==> src/design/gcb_pkg.sv <==
// Shared types, constants and helper functions for the glyph coverage blit.
// Used by gcb_fe, gcb_fifo, gcb_be and glyph_coverage_blend_blit.
package gcb_pkg;

  // Canvas size limit; larger register values saturate to it.
  localparam int MAX_DIM = 256;

  // Configuration register indexes.
  localparam logic [2:0] REG_OFFSET_X      = 3'd0;
  localparam logic [2:0] REG_OFFSET_Y      = 3'd1;
  localparam logic [2:0] REG_CANVAS_WIDTH  = 3'd2;
  localparam logic [2:0] REG_CANVAS_HEIGHT = 3'd3;
  localparam logic [2:0] REG_TEXT_COLOR    = 3'd4;
  localparam logic [2:0] REG_BLEND_MODE    = 3'd5;

  // Queue between front and back.
  localparam int FIFO_DEPTH = 4;
  localparam int FIFO_AW    = $clog2(FIFO_DEPTH);

  // Divider: eight quotient bits, two per stage.
  localparam int QUOT_W      = 8;
  localparam int STEPS_STAGE = 2;
  localparam int DIV_STAGES  = QUOT_W / STEPS_STAGE;

  localparam int NUM_CH = 4;  // red, green, blue, alpha

  typedef struct packed {
    logic signed [8:0] offset_x;
    logic signed [8:0] offset_y;
    logic [8:0]        canvas_width;
    logic [8:0]        canvas_height;
    logic [23:0]       text_color;
    logic              blend_mode;
  } cfg_t;

  typedef enum logic [1:0] {
    KIND_PASS = 2'd0,
    KIND_TINT = 2'd1,
    KIND_MIX  = 2'd2
  } kind_e;

  // One classified word as it travels from front to back.
  typedef struct packed {
    kind_e       kind;
    logic        we;
    logic [15:0] idx;
    logic [7:0]  cov;
    logic [7:0]  dst_r;
    logic [7:0]  dst_g;
    logic [7:0]  dst_b;
    logic [7:0]  dst_a;
  } entry_t;

  // Partial remainder and the shifting dividend/quotient word.
  typedef struct packed {
    logic [8:0] rem;
    logic [7:0] lo;
  } div_st_t;

  // One restoring division step: shift in the next dividend bit, subtract if it fits.
  function automatic div_st_t div_step(div_st_t s, logic [8:0] dv);
    logic [9:0] r2;
    logic       qb;
    div_st_t    o;
    r2 = {s.rem, s.lo[7]};
    qb = (r2 >= {1'b0, dv});
    if (qb) begin
      o.rem = 9'(r2 - {1'b0, dv});
    end else begin
      o.rem = r2[8:0];
    end
    o.lo = {s.lo[6:0], qb};
    return o;
  endfunction

  // Saturate a canvas dimension register to MAX_DIM.
  function automatic logic [8:0] clamp_dim(logic [8:0] v);
    if (v > 9'(MAX_DIM)) begin
      return 9'(MAX_DIM);
    end
    return v;
  endfunction

endpackage

==> src/design/gcb_fe.sv <==
// Front end: places the sample on the canvas, clips it, forms the index
// and classifies the word for the back end. Depends on gcb_pkg.
module gcb_fe (
  input  gcb_pkg::cfg_t   cfg_i,
  input  logic [7:0]      glyph_row_i,
  input  logic [7:0]      glyph_col_i,
  input  logic [7:0]      coverage_i,
  input  logic [7:0]      dst_red_i,
  input  logic [7:0]      dst_green_i,
  input  logic [7:0]      dst_blue_i,
  input  logic [7:0]      dst_alpha_i,
  output gcb_pkg::entry_t entry_o
);

  logic [8:0]        w;
  logic [8:0]        h;
  logic signed [9:0] x;
  logic signed [9:0] y;
  logic              in_canvas;
  logic [16:0]       prod;
  logic [15:0]       idx;

  always_comb begin
    w         = gcb_pkg::clamp_dim(cfg_i.canvas_width);
    h         = gcb_pkg::clamp_dim(cfg_i.canvas_height);
    x         = $signed({2'b00, glyph_col_i}) + 10'(cfg_i.offset_x);
    y         = $signed({2'b00, glyph_row_i}) + 10'(cfg_i.offset_y);
    in_canvas = !x[9] && (x[8:0] < w) && !y[9] && (y[8:0] < h);
    // Row below h <= MAX_DIM, so eight bits of y carry it inside the canvas.
    prod      = 17'(y[7:0] * w);
    idx       = 16'(prod + 17'(x[8:0]));
  end

  always_comb begin
    entry_o.cov   = coverage_i;
    entry_o.dst_r = dst_red_i;
    entry_o.dst_g = dst_green_i;
    entry_o.dst_b = dst_blue_i;
    entry_o.dst_a = dst_alpha_i;
    if (!in_canvas) begin
      entry_o.kind = gcb_pkg::KIND_PASS;
      entry_o.we   = 1'b0;
      entry_o.idx  = '0;
    end else if (!cfg_i.blend_mode) begin
      entry_o.kind = gcb_pkg::KIND_TINT;
      entry_o.we   = 1'b1;
      entry_o.idx  = idx;
    end else if (coverage_i != 8'd0) begin
      entry_o.kind = gcb_pkg::KIND_MIX;
      entry_o.we   = 1'b1;
      entry_o.idx  = idx;
    end else begin
      entry_o.kind = gcb_pkg::KIND_PASS;
      entry_o.we   = 1'b0;
      entry_o.idx  = idx;
    end
  end

endmodule

==> src/design/gcb_fifo.sv <==
// Short queue of classified words between front and back end.
// Depends on gcb_pkg for the word type and depth.
module gcb_fifo (
  input  logic            clk_i,
  input  logic            rst_ni,
  input  logic            push_i,
  input  gcb_pkg::entry_t wdata_i,
  output logic            full_o,
  input  logic            pop_i,
  output logic            empty_o,
  output gcb_pkg::entry_t rdata_o
);

  gcb_pkg::entry_t            mem_q [gcb_pkg::FIFO_DEPTH];
  logic [gcb_pkg::FIFO_AW-1:0] wr_ptr_q, wr_ptr_d;
  logic [gcb_pkg::FIFO_AW-1:0] rd_ptr_q, rd_ptr_d;
  logic [gcb_pkg::FIFO_AW:0]   count_q, count_d;
  logic                        do_push;
  logic                        do_pop;

  assign full_o  = (count_q == (gcb_pkg::FIFO_AW+1)'(gcb_pkg::FIFO_DEPTH));
  assign empty_o = (count_q == '0);
  assign rdata_o = mem_q[rd_ptr_q];
  assign do_push = push_i && !full_o;
  assign do_pop  = pop_i && !empty_o;

  always_comb begin
    wr_ptr_d = do_push ? wr_ptr_q + 1'b1 : wr_ptr_q;
    rd_ptr_d = do_pop ? rd_ptr_q + 1'b1 : rd_ptr_q;
    count_d  = count_q;
    if (do_push && !do_pop) begin
      count_d = count_q + 1'b1;
    end else if (do_pop && !do_push) begin
      count_d = count_q - 1'b1;
    end
  end

  always_ff @(posedge clk_i or negedge rst_ni) begin
    if (!rst_ni) begin
      wr_ptr_q <= '0;
      rd_ptr_q <= '0;
      count_q  <= '0;
    end else begin
      wr_ptr_q <= wr_ptr_d;
      rd_ptr_q <= rd_ptr_d;
      count_q  <= count_d;
    end
  end

  always_ff @(posedge clk_i) begin
    if (do_push) begin
      mem_q[wr_ptr_q] <= wdata_i;
    end
  end

endmodule

==> src/design/gcb_be.sv <==
// Back end: forms numerator and divisor per channel, then a pipelined
// restoring divider gives the exact floor. Depends on gcb_pkg.
module gcb_be (
  input  logic            clk_i,
  input  logic            rst_ni,
  input  gcb_pkg::cfg_t   cfg_i,
  input  logic            empty_i,
  input  gcb_pkg::entry_t entry_i,
  output logic            pop_o,
  output logic            m_valid_o,
  input  logic            m_ready_i,
  output logic            we_o,
  output logic [15:0]     idx_o,
  output logic [7:0]      new_red_o,
  output logic [7:0]      new_green_o,
  output logic [7:0]      new_blue_o,
  output logic [7:0]      new_alpha_o
);

  localparam int NS = gcb_pkg::DIV_STAGES;

  logic                  vld_q [NS+1];
  logic                  we_q  [NS+1];
  logic [15:0]           idx_q [NS+1];
  logic [8:0]            dv_q  [NS];
  logic [16:0]           num_q [gcb_pkg::NUM_CH];
  gcb_pkg::div_st_t      st_q  [1:NS][gcb_pkg::NUM_CH];
  gcb_pkg::div_st_t      st_d  [1:NS][gcb_pkg::NUM_CH];

  logic                  adv;
  logic [7:0]            dch   [gcb_pkg::NUM_CH];
  logic [7:0]            tch   [gcb_pkg::NUM_CH];
  logic [16:0]           num_d [gcb_pkg::NUM_CH];
  logic [8:0]            dv_d;
  logic [7:0]            f1;
  logic [7:0]            cov;
  logic [7:0]            amax;

  // Advance the whole pipe unless the output word is held.
  assign adv   = !vld_q[NS] || m_ready_i;
  assign pop_o = adv && !empty_i;

  always_comb begin
    dch[0] = entry_i.dst_r;
    dch[1] = entry_i.dst_g;
    dch[2] = entry_i.dst_b;
    dch[3] = entry_i.dst_a;
    tch[0] = cfg_i.text_color[23:16];
    tch[1] = cfg_i.text_color[15:8];
    tch[2] = cfg_i.text_color[7:0];
    tch[3] = '0;
    cov    = entry_i.cov;
    amax   = (cov > entry_i.dst_a) ? cov : entry_i.dst_a;
    f1     = '0;
    dv_d   = 9'd1;
    for (int ch = 0; ch < gcb_pkg::NUM_CH; ch++) begin
      num_d[ch] = 17'(dch[ch]);
    end
    unique case (entry_i.kind)
      gcb_pkg::KIND_TINT: begin
        f1   = 8'hff - cov;
        dv_d = 9'd255;
        for (int ch = 0; ch < gcb_pkg::NUM_CH - 1; ch++) begin
          num_d[ch] = 17'(f1 * dch[ch]) + 17'(cov * tch[ch]);
        end
        // Alpha takes the larger of coverage and destination: scale it by 255
        // so the shared divide by 255 hands it back unchanged.
        num_d[3] = 17'(amax * 8'hff);
      end
      gcb_pkg::KIND_MIX: begin
        f1   = entry_i.dst_a;
        dv_d = 9'(cov) + 9'(entry_i.dst_a);
        for (int ch = 0; ch < gcb_pkg::NUM_CH; ch++) begin
          num_d[ch] = 17'(f1 * dch[ch]) + 17'(cov * cov);
        end
      end
      gcb_pkg::KIND_PASS: begin
        dv_d = 9'd1;
      end
      default: begin
        dv_d = 9'd1;
      end
    endcase
  end

  // Each stage runs two division steps; quotient stays below 256 in every mode.
  always_comb begin
    gcb_pkg::div_st_t s;
    for (int k = 1; k <= NS; k++) begin
      for (int ch = 0; ch < gcb_pkg::NUM_CH; ch++) begin
        if (k == 1) begin
          s.rem = num_q[ch][16:8];
          s.lo  = num_q[ch][7:0];
        end else begin
          s = st_q[k-1][ch];
        end
        for (int j = 0; j < gcb_pkg::STEPS_STAGE; j++) begin
          s = gcb_pkg::div_step(s, dv_q[k-1]);
        end
        st_d[k][ch] = s;
      end
    end
  end

  always_ff @(posedge clk_i or negedge rst_ni) begin
    if (!rst_ni) begin
      for (int k = 0; k <= NS; k++) begin
        vld_q[k] <= 1'b0;
      end
    end else if (adv) begin
      vld_q[0] <= !empty_i;
      for (int k = 1; k <= NS; k++) begin
        vld_q[k] <= vld_q[k-1];
      end
    end
  end

  always_ff @(posedge clk_i) begin
    if (adv) begin
      we_q[0]  <= entry_i.we;
      idx_q[0] <= entry_i.idx;
      dv_q[0]  <= dv_d;
      for (int ch = 0; ch < gcb_pkg::NUM_CH; ch++) begin
        num_q[ch] <= num_d[ch];
      end
      for (int k = 1; k <= NS; k++) begin
        we_q[k]  <= we_q[k-1];
        idx_q[k] <= idx_q[k-1];
        if (k < NS) begin
          dv_q[k] <= dv_q[k-1];
        end
        for (int ch = 0; ch < gcb_pkg::NUM_CH; ch++) begin
          st_q[k][ch] <= st_d[k][ch];
        end
      end
    end
  end

  assign m_valid_o   = vld_q[NS];
  assign we_o        = we_q[NS];
  assign idx_o       = idx_q[NS];
  assign new_red_o   = st_q[NS][0].lo;
  assign new_green_o = st_q[NS][1].lo;
  assign new_blue_o  = st_q[NS][2].lo;
  assign new_alpha_o = st_q[NS][3].lo;

endmodule

==> src/design/glyph_coverage_blend_blit.sv <==
// Top level of the glyph coverage blit: configuration registers, front end,
// word queue and dividing back end. Depends on gcb_pkg, gcb_fe, gcb_fifo, gcb_be.
//
//   channel   | direction | handshake                    | payload
//   s_axis    | in        | s_axis_tvalid_i/tready_o     | sample and destination RGBA
//   m_axis    | out       | m_axis_tvalid_o/tready_i     | write enable, index, new RGBA
//   cfg       | in        | cfg_we_i                     | cfg_idx_i, cfg_wdata_i
//
// One word in and one word out per clock when the sink keeps up. From input to
// output a word passes the queue, then the back end: numerator stage plus four
// two-bit divider stages.
// Reset clears the queue, the pipe valid bits and loads the register defaults.
// A held output word freezes the back end; the queue of four absorbs the
// stall so the input side keeps taking words until it fills.
module glyph_coverage_blend_blit (
  input  logic        clk_i,
  input  logic        rst_ni,
  // cfg port
  input  logic        cfg_we_i,
  input  logic [2:0]  cfg_idx_i,
  input  logic [23:0] cfg_wdata_i,
  // input stream
  input  logic        s_axis_tvalid,
  output logic        s_axis_tready,
  // glyph_row[7:0], glyph_col[15:8], coverage[23:16], dst_red[31:24],
  // dst_green[39:32], dst_blue[47:40], dst_alpha[55:48]
  input  logic [55:0] s_axis_tdata,
  // output stream
  output logic        m_axis_tvalid,
  input  logic        m_axis_tready,
  // write_enable[0], pixel_index[16:1], new_red[24:17], new_green[32:25],
  // new_blue[40:33], new_alpha[48:41], zero[55:49]
  output logic [55:0] m_axis_tdata
);

  gcb_pkg::cfg_t   cfg_q;
  gcb_pkg::entry_t fe_entry;
  gcb_pkg::entry_t q_entry;
  logic            q_full;
  logic            q_empty;
  logic            q_pop;
  logic            be_we;
  logic [15:0]     be_idx;
  logic [7:0]      be_r;
  logic [7:0]      be_g;
  logic [7:0]      be_b;
  logic [7:0]      be_a;

  // Register file: write by index, ignore indexes beyond the list.
  always_ff @(posedge clk_i or negedge rst_ni) begin
    if (!rst_ni) begin
      cfg_q.offset_x      <= '0;
      cfg_q.offset_y      <= '0;
      cfg_q.canvas_width  <= 9'd48;
      cfg_q.canvas_height <= 9'd48;
      cfg_q.text_color    <= 24'hffffff;
      cfg_q.blend_mode    <= 1'b0;
    end else if (cfg_we_i) begin
      unique case (cfg_idx_i)
        gcb_pkg::REG_OFFSET_X:      cfg_q.offset_x      <= $signed(cfg_wdata_i[8:0]);
        gcb_pkg::REG_OFFSET_Y:      cfg_q.offset_y      <= $signed(cfg_wdata_i[8:0]);
        gcb_pkg::REG_CANVAS_WIDTH:  cfg_q.canvas_width  <= cfg_wdata_i[8:0];
        gcb_pkg::REG_CANVAS_HEIGHT: cfg_q.canvas_height <= cfg_wdata_i[8:0];
        gcb_pkg::REG_TEXT_COLOR:    cfg_q.text_color    <= cfg_wdata_i;
        gcb_pkg::REG_BLEND_MODE:    cfg_q.blend_mode    <= cfg_wdata_i[0];
        default: begin
        end
      endcase
    end
  end

  // Accept whenever the queue has room.
  assign s_axis_tready = !q_full;

  gcb_fe u_fe (
    .cfg_i       (cfg_q),
    .glyph_row_i (s_axis_tdata[7:0]),
    .glyph_col_i (s_axis_tdata[15:8]),
    .coverage_i  (s_axis_tdata[23:16]),
    .dst_red_i   (s_axis_tdata[31:24]),
    .dst_green_i (s_axis_tdata[39:32]),
    .dst_blue_i  (s_axis_tdata[47:40]),
    .dst_alpha_i (s_axis_tdata[55:48]),
    .entry_o     (fe_entry)
  );

  gcb_fifo u_fifo (
    .clk_i   (clk_i),
    .rst_ni  (rst_ni),
    .push_i  (s_axis_tvalid),
    .wdata_i (fe_entry),
    .full_o  (q_full),
    .pop_i   (q_pop),
    .empty_o (q_empty),
    .rdata_o (q_entry)
  );

  gcb_be u_be (
    .clk_i       (clk_i),
    .rst_ni      (rst_ni),
    .cfg_i       (cfg_q),
    .empty_i     (q_empty),
    .entry_i     (q_entry),
    .pop_o       (q_pop),
    .m_valid_o   (m_axis_tvalid),
    .m_ready_i   (m_axis_tready),
    .we_o        (be_we),
    .idx_o       (be_idx),
    .new_red_o   (be_r),
    .new_green_o (be_g),
    .new_blue_o  (be_b),
    .new_alpha_o (be_a)
  );

  assign m_axis_tdata = {7'd0, be_a, be_b, be_g, be_r, be_idx, be_we};

endmodule

==> config.mk <==
export PLATFORM = sky130hd
export DESIGN_NAME = glyph_coverage_blend_blit
export DESIGN_NICKNAME = d
export VERILOG_FILES = /design/src/design/gcb_pkg.sv /design/src/design/gcb_fe.sv /design/src/design/gcb_fifo.sv /design/src/design/gcb_be.sv /design/src/design/glyph_coverage_blend_blit.sv
export SDC_FILE = /design/constraint.sdc
export NUM_CORES = 2
export LEC_CHECK = 0
export BUFFER_PORTS_ARGS = -buffer_cell sky130_fd_sc_hd__buf_2
export CAP_MARGIN = 20
export CORE_ASPECT_RATIO = 0.9
export CORE_UTILIZATION = 55
export DETAILED_ROUTE_END_ITERATION = 16
export PLACE_DENSITY = 0.69
export REMOVE_ABC_BUFFERS = 1
export SLEW_MARGIN = 20
export SYNTH_ARGS = -nofsm -noshare
export SYNTH_HDL_FRONTEND = slang
export SYNTH_SLANG_ARGS = --single-unit
==> constraint.sdc <==
create_clock -name clk_i -period 15.8 [get_ports clk_i]
set_clock_uncertainty 0.15 [all_clocks]
set_input_delay 1.58 -clock clk_i [delete_from_list [all_inputs] [get_ports clk_i]]
set_output_delay 1.58 -clock clk_i [all_outputs]
set_load 0.03 [all_outputs]
==> run summary <==
The tools report the fmax as 0.0955 GHz. Of all nets on the critical path, the largest fanout is 50. The number of global-route vias before repair was 47000.

The logs give 0 for the count of nets left with antenna violations after detail routing and 146 for the number of primary I/O pins. The area growth from synthesis to layout is 7.22%. Summing all multi-input logic gate instances after layout gives 42000 um2.

The sequential cell area fraction in the yosys report came out at 31.6%. The wire length of the first global-routing pass is 262000 um. Entering global routing, the biggest net connects 194 pins. Post-synthesis cell type with the largest combined area: edfxtp_1.

The worst-skew pair later-pin latency is 690 ps. The detailed router finished its first iteration with 3558 violations. The floorplan has 122 rows.

Sort of element at the start of the critical path: a flop. The total DRC errors in the routed layout was 0. The logs give 4 for the number of antenna violations at the first check in global routing and 0 for the post-cts sizing count.

For the global placement routability congestion, the log shows 0.949. Predominant post-synthesis flop cell: edfxtp_1. The number of maximum-capacitance violations is 0.

Clock-pin slew was measured on the worst setup and hold paths at 70 ps. After the last flow step, the layout net total stands at 8042. Input and output buffers added on the ports amount to 138.

The flow ran to the end, and the final reports show no timing, DRC or antenna violations. For this design, the CTS-stage hold fixing added 0 buffers. At the pin with the least slew margin, the transition time is 1200 ps.

The die covers 126000 um2. The worst setup path is captured at a flop. The width of the chip works out to 374 um.

From bottom edge to top edge, the die measures 337 um. Clock tree synthesis selected as its root buffer the cell clkbuf_16. For the number of pins with negative max-slew slack in the final report, the log shows 0. The filler cells instantiated in the layout total 10300.

For the worst setup path, the data arrival time is 10750 ps. Post-CTS setup buffer count: 0. The number of different library cells in the post-synthesis netlist was 86. The tools report the hold violation total from the final report as 0. Total via count in the routed design: 46900. The share of the synthesized area in the top cell type came out at 28.9%. TritonCTS built the clock tree. The total clock buffers created by CTS was 81; the wire length after detailed routing was 167000 um. After floorplanning, the core was sized to cover 123000 um2.

The path class of the tightest hold or removal check is reg2reg. Detail-routed via count per cell: 5.68. Summing all non-filler instances in the final layout gives an area of 73600 um2. The cell count after synthesis is 6496, and the flip-flop and latch count after synthesis is 734. For the detailed placer's ending HPWL, the log shows 126000 um.

Yosys printed 0 warnings. Ranked by total cell area, the synthesized netlist is headed by edfxtp_1, fa_1, ha_1. Setup repair after global routing left no endpoint under its margin.

The number of sinks driven by the clock tree was 734; the residual overflow from global routing was 0. After detailed routing, the average wire length per cell comes to 20.3 um. The commonest cells after synthesis are inv_1, ha_1, edfxtp_1. The final critical path takes up 66.3% of the cycle.

The H-tree was split into 3 levels. The final sum of negative setup slack is 0 ps, and the number of enable-type register cells in the synthesized netlist is 661. Headroom to the max-slew limit came out at 19.8%. For this run, asynchronously set or reset flops after synthesis account for 9.95%. The final period demand of the worst path was 10470 ps; the initial core utilization was 55.6%. The most used standard cell by instance count after synthesis was inv_1.

After detailed placement, the total cell area comes to 70900 um2. Setup violations remaining at the end of the flow were counted as 0. Before antenna repair, the detailed router went through 6 iterations.

No sink is reached through more buffers than the 3 on the longest clock path. Averaged over all synthesized cells, the footprint is 10.6 um2. By startpoint and endpoint, the worst setup path is classified as reg2reg. Global routing used 26.8% of the available tracks across all layers. The critical path required time was 16070 ps; the share of layout cells above drive strength 1 was 9.83%. The synthesized area was 68600 um2.

Summing all flip-flop and latch instances after layout gives 21700 um2.
state kept, by name, indices dropped and copies added (netlist names), 3 cells and up:
| register | count |
|---|---|
| cfg_q | 61 |
| u_be.num_q | 68 |
| u_be.idx_q | 80 |
| u_be.dv_q | 36 |
| u_be.vld_q | 4 |
| u_be.st_q | 236 |
| u_be.we_q | 5 |
| u_fifo.mem_q | 236 |
| u_fifo.count_q | 3 |
worst paths after layout:
check	cells after the start	start	slack [ps]	to
worst min register to register	0	u_be.num_q[1][5]$_DFFE_PN_	260	u_be.st_q[0][109]$_DFFE_PN_
worst max-delay path	27	u_fifo.rd_ptr_q[1]$_DFFE_PN0P_	5330	u_be.num_q[2][15]$_DFFE_PN_
min in group asynchronous	1	rst_ni	830	cfg_q[12]$_DFFE_PN1P_
max in group asynchronous	2	rst_ni	13730	cfg_q[56]$_DFFE_PN0P_
worst min-delay path	0	u_be.num_q[1][5]$_DFFE_PN_	260	u_be.st_q[0][109]$_DFFE_PN_
worst max register to register	27	u_fifo.rd_ptr_q[1]$_DFFE_PN0P_	5330	u_be.num_q[2][15]$_DFFE_PN_
layer usage:
layer | wire (um) | vias up | track usage, %
li1 | - | 22000 | -
met1 | 74000 | 23100 | 37.2
met2 | 76400 | 1457 | 43.3
met3 | 11700 | 248 | 4.62
met4 | 4940 | 0 | 7.79
met5 | 0 | - | 0
kinds of logic (layout without fill, tap and decap cells):
| family | count (synthesis) | count (layout) | synth area share (%) |
|---|---|---|---|
| other | 1 | 12 | 0.00547 |
| XOR/XNOR | 309 | 309 | 3.95 |
| adder cells (fa/ha/maj) | 1388 | 1388 | 32.1 |
| flip-flops | 734 | 734 | 31.6 |
| AO/OA/AOI/OAI | 947 | 947 | 8.89 |
| multiplexers | 340 | 340 | 5.95 |
| AND/OR/NAND/NOR | 1516 | 1516 | 10.2 |
| buffers and inverters | 1261 | 1389 | 7.28 |
worst max-delay path, cell delays in order (launching register included):
cell       delay (ps)
dfrtp_4           860
buf_4             700
mux2_2            420
o21ai_2           100
buf_4             380
nor2_1            190
fa_1              550
fa_1              550
inv_1              50
fa_1              450
fa_1              490
inv_1              40
ha_1              310
xnor2_1           950
nand2_1           300
nor2_1            220
fa_1              410
inv_1              90
fa_1              400
fa_1              500
inv_1              50
ha_1              330
a2111oi_0         490
o21ai_0           240
a221oi_1          450
o21ai_0           200
xnor2_1           160
o22ai_1           100
area by class of cell:
cell class	count	area share [%]
diodes	2	0.00680
multi-input cells	4510	57.1
repair buffers	209	1.68
well taps	1612	2.74
flip-flops and latches	734	29.5
clock buffers	92	2.85
inverters	1030	5.26
clock inverters	58	0.789
through the flow:
step           utilization (%)  hold slack (ps)  setup slack, ps  std cells
2_1_floorplan                -              250             1630       6274
3_3_place_gp              57.5              251             5630       8095
3_5_place_dp              57.5              255             5400       8095
4_1_cts                   59.6              254             5400       8245
5_1_grt                   59.6              269             4860       8247
6_report                  59.6              256             5330       8247
cells in the final DEF (no fill, tap or decap), types with 18 or more instances in the layout:
master	count
inv_1	1021
ha_1	770
edfxtp_1	661
fa_1	617
nand2_1	505
nor2_1	456
a21oi_1	253
xnor2_1	206
mux2_2	183
o21ai_0	182
and2_1	172
buf_2	137
a21o_1	125
nor2b_1	121
xor2_1	102
clkbuf_16	82
nor3_1	74
buf_4	71
mux2i_1	64
mux2_1	59
dfrtp_1	43
o21ai_1	42
nand4_1	41
o21bai_1	40
o21a_1	38
nand2b_1	32
o31ai_1	28
dfstp_2	28
mux4_2	27
nand3_1	25
a221oi_1	23
o22ai_1	21
a211oi_1	18
or3_1	18
clkinv_2	18
Power is not shown: default switching activity piles up to over one toggle a cycle in this logic, so the estimate is an artifact.
